File: config.mk
export PLATFORM = sky130hd
export DESIGN_NAME = ryp_div
export DESIGN_NICKNAME = d
export VERILOG_FILES = /design/src/ryp_pkg.sv /design/src/ryp_div.sv
export SDC_FILE = /design/constraint.sdc
export NUM_CORES = 2
export LEC_CHECK = 0
export BUFFER_PORTS_ARGS = -buffer_cell sky130_fd_sc_hd__buf_2
export CORE_ASPECT_RATIO = 0.9
export CORE_MARGIN = 2
export CORE_UTILIZATION = 45
export CTS_BUF_LIST = sky130_fd_sc_hd__clkbuf_16
export CTS_CLUSTER_DIAMETER = 80
export DETAILED_ROUTE_END_ITERATION = 7
export MAX_ROUTING_LAYER = met4
export PLACE_DENSITY = 0.6
export REMOVE_ABC_BUFFERS = 1
export SYNTH_ARGS = -nofsm -noshare
export SYNTH_HDL_FRONTEND = slang
export SYNTH_SLANG_ARGS = --single-unit
File: constraint.sdc
create_clock -name clk_i -period 5.89 [get_ports clk_i]
set_input_delay 0.589 -clock clk_i [delete_from_list [all_inputs] [get_ports clk_i]]
set_output_delay 0.589 -clock clk_i [all_outputs]
set_load 0.02 [all_outputs]
File: src/ryp_pkg.sv
// Shared constants and coefficient tables for the RGB to YPbPr converter.
`default_nettype none

package ryp_pkg;

  localparam int SAMPLE_W        = 16;
  localparam int CFG_W           = 16;
  localparam int OUT_W           = 16;
  localparam int COEF_W          = 20;
  localparam int DEN_W           = COEF_W + CFG_W;
  localparam int ACC_W           = DEN_W + 2;
  localparam int NUM_ROWS        = 3;
  localparam int NUM_COLS        = 3;

  localparam int SAMPLE_BITS_DEF = 16;
  localparam int FRAC_BITS_DEF   = 15;

  localparam int ROW_Y           = 0;
  localparam int ROW_PB          = 1;
  localparam int ROW_PR          = 2;

  localparam int COL_R           = 0;
  localparam int COL_G           = 1;
  localparam int COL_B           = 2;

  localparam logic [COEF_W-1:0] COEF_ONE      = 20'd1000000;
  localparam logic [CFG_W-1:0]  MAX_VALUE_RST = 16'd255;

  localparam logic [OUT_W-1:0] LUMA_SAT   = 16'hFFFF;
  localparam logic [OUT_W-1:0] CHROMA_POS = 16'h7FFF;
  localparam logic [OUT_W-1:0] CHROMA_NEG = 16'h8000;

  // Coefficient magnitudes in millionths, row by row (Y, Pb, Pr), columns R, G, B.
  localparam logic [COEF_W-1:0] COEF_MAG [NUM_ROWS][NUM_COLS] = '{
    '{20'd299000, 20'd587000, 20'd114000},
    '{20'd168736, 20'd331264, 20'd500000},
    '{20'd500000, 20'd418688, 20'd81312}
  };

  // Bit c set: column c enters its row with a minus sign.
  localparam logic [NUM_COLS-1:0] COEF_NEG [NUM_ROWS] = '{
    3'b000,
    3'b011,
    3'b110
  };

endpackage

`default_nettype wire

File: src/ryp_div.sv
// Pipelined restoring divider: one quotient bit per register stage.
`default_nettype none

module ryp_div #(
  parameter int FRAC_BITS = ryp_pkg::FRAC_BITS_DEF
) (
  input  wire logic                              clk_i,
  input  wire logic [ryp_pkg::DEN_W+FRAC_BITS:0] num_i,
  input  wire logic [ryp_pkg::DEN_W-1:0]         den_i,
  output logic      [FRAC_BITS:0]                quo_o
);
  import ryp_pkg::*;

  localparam int QB = FRAC_BITS + 1;
  localparam int NW = DEN_W + QB;

  logic [DEN_W-1:0] rem_q [QB-1];
  logic [QB-1:0]    lo_q  [QB-1];
  logic [QB-1:0]    quo_q [QB];

  // num_i < den_i * 2^QB, so the top DEN_W bits already sit below the divisor.
  for (genvar j = 0; j < QB; j++) begin : g_stage
    logic [DEN_W-1:0] rem_in;
    logic [QB-1:0]    lo_in;
    logic [QB-1:0]    quo_in;
    logic [DEN_W:0]   trial;
    logic             fits;

    if (j == 0) begin : g_first
      assign rem_in = num_i[NW-1:QB];
      assign lo_in  = num_i[QB-1:0];
      assign quo_in = '0;
    end else begin : g_next
      assign rem_in = rem_q[j-1];
      assign lo_in  = lo_q[j-1];
      assign quo_in = quo_q[j-1];
    end

    assign trial = {rem_in, lo_in[QB-1]};
    assign fits  = (trial >= {1'b0, den_i});

    always_ff @(posedge clk_i) begin
      quo_q[j] <= {quo_in[QB-2:0], fits};
    end

    if (j < QB - 1) begin : g_carry
      always_ff @(posedge clk_i) begin
        rem_q[j] <= fits ? DEN_W'(trial - {1'b0, den_i}) : DEN_W'(trial);
        lo_q[j]  <= {lo_in[QB-2:0], 1'b0};
      end
    end
  end

  assign quo_o = quo_q[QB-1];

endmodule

`default_nettype wire

# --- Yosys cells after proc, flatten, opt, wreduce, memory -nomap -nowiden ---
# Memories as Yosys holds them, arrays and structs flattened.
# Cells that the tools add are included.
# W data, S select, Z words.
op_classes:
  add_sub_neg: 15
  order_cmp: 16
  n_mux: 15
op_table:
  columns: ["operator", "n"]
  rows:
  - ["$ge A37 B36 Y1", 16]
  - ["$mux W36", 15]
  - ["$sub A36 B36 Y36", 15]
totals:
  register_bits: 0
  mem_bits_rw: 1021
  out_inout_bits: 16
  mem_count: 3
memory_table:
  columns: ["memory", "words", "width", "read_ports", "rd_ports_with_merged_regs", "write_ports", "line", "source"]
  rows:
  - ["rem_q", 15, 36, 15, 0, 15, "ryp_div.sv:17", "logic [DEN_W-1:0] rem_q [QB-1];"]
  - ["quo_q", 16, 16, 16, 0, 16, "ryp_div.sv:19", "logic [QB-1:0] quo_q [QB];"]
  - ["lo_q", 15, 15, 15, 0, 15, "ryp_div.sv:18", "logic [QB-1:0] lo_q [QB-1];"]

# --- Depth between registers and ports, before layout ---
# An unclocked memory read counts as a cell.
depth:
  depth_word: 3
  ltp_mapped: 16
  depth_no_buf: 13

# --- Worst setup path before layout ---
# Ideal clock, no wire load.
synth_path:
  path_type: "in2reg"
  start: "input den_i[1] (netlist name)"
  end: "memory rem_q[1][100] (netlist name)"
  arrival_time_ps: 3612
  path_slack_ps: 2157
  cell_stages: 14
  n_path_buf: 2
  path_cell_list: "inv_1 > ha_1 > nor2b_1 > o31a_2 > a31oi_2 > o211ai_2 > a211oi_2 > o21ai_2 > a311oi_2 > a21oi_1 > or4_1 > buf_6 > buf_12 > mux2_4"
synth_lines:
  columns: ["item", "line", "source"]
  rows:
  - ["start, declared", "ryp_div.sv:9", "input wire logic [ryp_pkg::DEN_W-1:0] den_i,"]
  - ["end, declared", "ryp_div.sv:17", null]

==> flow_metrics.env <==
export IMPL_yosysUniqueCellTypes=107
export IMPL_r2r_start="rem_q[1][0]$_DFF_P_"
export IMPL_ir_drop_mv=0.3952
export IMPL_clock_latency_ns=0.70
export IMPL_ys_ff_latch=796
export IMPL_finalMaxSlewViolations=0
export IMPL_path_cells="buf_2 -> inv_1 -> ha_1 -> a21oi_1 -> o21a_1 -> o21ai_0 -> a21o_2 -> a211oi_2 -> o21ai_2 -> a311oi_2 -> a21oi_1 -> or4_2 -> mux2_4"
export IMPL_endpoint="rem_q[1][80]$_DFF_P_"
export IMPL_netlist_instances=5971
export IMPL_fin_crit_ns=4.562
export IMPL_power_total_mw=38.53
export IMPL_grt_pass1_wl_mm=256.5
export IMPL_grtUsageTotal_pct=29.44
export IMPL_finalNetCount=6788
export IMPL_start_util_pct=45.38
export IMPL_final_area_sq_um=57210
export IMPL_grt_pass1_vias=42770
export IMPL_async_reset_ff_share_pct=0
export IMPL_numCtsBuffers=88
export IMPL_netlist_area_sq_um=51280
export IMPL_hp_class="in2reg"
export IMPL_drtAntennaViolNets=0
export IMPL_seqCellArea_sq_um=15940
export IMPL_postRouteWirelength_mm=171.1
export IMPL_fmax_mhz=219.2
export IMPL_p_clk_share_pct=15.6
export IMPL_die_area_sq_um=116700
export IMPL_period_share_pct=77.46
export IMPL_r2r_cells=13
export IMPL_timing_hold_ws_ns=0.1236
export IMPL_via_per_inst=5.880
export IMPL_setup_viol=0
export IMPL_powerDensity_nw_per_um2=673.4
export IMPL_drive_above_1_share_pct=9.935
export IMPL_die_x_microns=359.8
export IMPL_r2r_end="rem_q[1][41]$_DFF_P_"
export IMPL_gr_total_overflow=0
export IMPL_maxCapViolations=0
export IMPL_avgRoutedWirePerCell_microns=22.30
export IMPL_drc=0
export IMPL_vias=45120
export IMPL_clk_pin_slew_ns=0.06
export IMPL_p_comb_share_pct=58.7
export IMPL_startpoint_type="input port"
export IMPL_hold_buffers=15
export IMPL_die_height_microns=324.3
export IMPL_clock_sinks=796
export IMPL_status="finished, final reports clean"
export IMPL_pre_cts_ws_ns=0.6970
export IMPL_cts_repair_resized=0
export IMPL_drt_iter0_drc=3201
export IMPL_hpwlAfterDp_mm=132.5
export IMPL_synth_edf_count=0
export IMPL_cp_startpoint="den_i[14]"
export IMPL_cellLeakagePower_nw=25.68
export IMPL_crit_required_ns=6.47
export IMPL_arrival_ns=5.14
export IMPL_crit_top_cell="a21oi_1"
export IMPL_worstMarginPinSlew_ns=1.203
export IMPL_fin_cells=7673
export IMPL_dp_cells=7490
export IMPL_worstSetupPathType="in2reg"
export IMPL_port_buffers=104
export IMPL_h_tree_depth=3
export IMPL_io_pins=105
export IMPL_root_buffer="clkbuf_16"
export IMPL_cts_tree="yes"
export IMPL_p_switching_mw=16.98
export IMPL_multiInputGateArea_sq_um=33880
export IMPL_dpl_cell_area_sq_um=53900
export IMPL_synth_seq_area_share_pct=31.07
export IMPL_sequentialPowerShare_pct=25.7
export IMPL_critPathMaxFanout=37
export IMPL_hold_start="num_i[34]"
export IMPL_nFillCells=10730
export IMPL_post_cts_setup_buffers=0
export IMPL_rsz0062_at_grt="false"
export IMPL_crit_slowest_cell="or4_2"
export IMPL_num_rows=117
export IMPL_cp_end_kind="register"
export IMPL_first_pass_iters=6
export IMPL_fin_ws_ns=1.328
export IMPL_place_congestion=0.9888
export IMPL_slew_headroom_pct=19.71
export IMPL_p_sw_share_pct=44.08
export IMPL_finClkSkew_ns=0.03447
export IMPL_rrSetupSlack_ns=1.51
export IMPL_power_internal_mw=21.55
export IMPL_fp_coreArea_sq_um=113000
export IMPL_final_core_util_pct=50.62
export IMPL_grt_antenna_before_repair=8
export IMPL_tns_ns=0
export IMPL_clk_path_buf_depth=3
export IMPL_hold_viol_final=0
export IMPL_synth_ff_type="dfxtp_1"
export IMPL_yosys_warnings=0
export IMPL_syn_area_per_cell_sq_um=8.589
export IMPL_cpPeakStageDelay_ns=1.12
export IMPL_syn_to_final_growth_pct=11.56
export IMPL_grt_max_degree=55
-- per-layer routing --
| metal | GRT usage [%] | wire length [microns] |
|---|---|---|
| met1 | 35.30 | 72780 |
| met2 | 48.48 | 78600 |
| met3 | 4.269 | 9864 |
| met4 | 14.78 | 9867 |
| met5 | - | 0 |
-- logic make-up after synthesis --
| family | Yosys count | share of synthesized area, % |
|---|---|---|
| AO/OA/AOI/OAI | 1960 | 24.25 |
| AND/OR/NAND/NOR | 1596 | 14.75 |
| flip-flops | 796 | 31.07 |
| adder cells (fa/ha/maj) | 591 | 14.64 |
| XOR/XNOR | 436 | 7.446 |
| buffers and inverters | 381 | 3.086 |
| multiplexers | 211 | 4.753 |
-- layout make-up --
class                      instances  area share (%)
clock inverter                    70           1.476
antenna                            6         0.02624
clock buffer                      92           4.024
tap                             1487           3.252
multi-input combinational       4794           59.22
timing repair buffer             227           2.830
sequential                       796           27.85
inverter                         201           1.319
-- how the worst min path moves through the flow --
stage,end,cells after the start
2_1_floorplan,lo_q[0][100]$_DFF_P_,0
3_3_place_gp,lo_q[0][28]$_DFF_P_,0
3_5_place_dp,quo_q[11][7]$_DFF_P_,0
4_1_cts,rem_q[0][19]$_DFF_P_,3
5_1_grt,rem_q[0][29]$_DFF_P_,3
6_report,rem_q[0][19]$_DFF_P_,3
-- power groups by stage --
stage / registers (mW) / logic [mW] / clock network [mW]
2_1_floorplan: 8.91 / 17.3 / 0
3_3_place_gp: 10.0 / 22.1 / 0
3_5_place_dp: 9.97 / 22.2 / 0
4_1_cts: 9.89 / 22.4 / 6.16
5_1_grt: 10.0 / 25.0 / 6.38
6_report: 9.90 / 22.6 / 6.02
-- sequential cells by signal, indices dropped and copies added (netlist names) --
register and cells:
rem_q 540, quo_q 136, lo_q 120
-- placed cells by master (no fill, tap or decap), types with 21 or more instances in the layout --
cell and instances:
buf_2 104, mux2i_1 26, o31ai_1 37, o31a_1 27, o21a_1 93, nand2b_1 89, o21bai_1 62, a211oi_1 33
a31oi_1 57, nand2_1 466, nor2b_1 74, a21o_1 330, nand4_1 94, or3_1 21, buf_4 97, a21oi_1 607
nor3_1 101, mux2_4 25, inv_1 208, nor4_1 24, xor2_1 175, xnor2_1 261, nand3_1 113, o211ai_1 30
o21ai_0 431, and3_1 53, clkbuf_16 92, and2_1 30, mux2_2 160, ha_1 576, nor2_1 447, dfxtp_1 796
-- synthesized netlist by cell type (all sizes together) (13+ instances only) --
master | number | area (sq um)
or3 | 21 | 131.4
and3 | 54 | 339.1
nor2b | 74 | 462.9
and2 | 31 | 193.9
inv | 200 | 750.7
dfxtp | 796 | 15940
nor4 | 24 | 150.1
a221oi | 17 | 155.1
a311oi | 15 | 137.6
o21bai | 64 | 480.5
o2111ai | 13 | 113.9
xnor2 | 261 | 2286
nand4 | 94 | 588.1
o211ai | 31 | 237.7
a31o | 18 | 157.7
ha | 576 | 7207
mux2i | 26 | 260.3
or2 | 19 | 118.9
a21boi | 14 | 105.1
o21ai | 445 | 2235
and4 | 15 | 135.1
o31ai | 38 | 290.3
a21oi | 613 | 3079
a21o | 332 | 2495
o31a | 29 | 255.3
nand3 | 113 | 565.5
a31oi | 59 | 390.4
nand2 | 466 | 1749
a211oi | 35 | 272.8
o21a | 93 | 698.2
nor3 | 101 | 505.5
nand2b | 89 | 556.8
fa | 15 | 300.3
buf | 53 | 312.8
clkbuf | 126 | 483.0
xor2 | 175 | 1533
nor2 | 449 | 1690
mux2 | 185 | 2177
-- worst max-delay path, delay by kind of cell --
| family | cells | cell delay (ns) |
|---|---|---|
| AO/OA/AOI/OAI | 8 | 1.50 |
| adder cells (fa/ha/maj) | 1 | 0.46 |
| buffers and inverters | 2 | 0.94 |
| multiplexers | 1 | 0.49 |
| AND/OR/NAND/NOR | 1 | 1.12 |
Note: power is estimated with default switching activity, not from simulation.
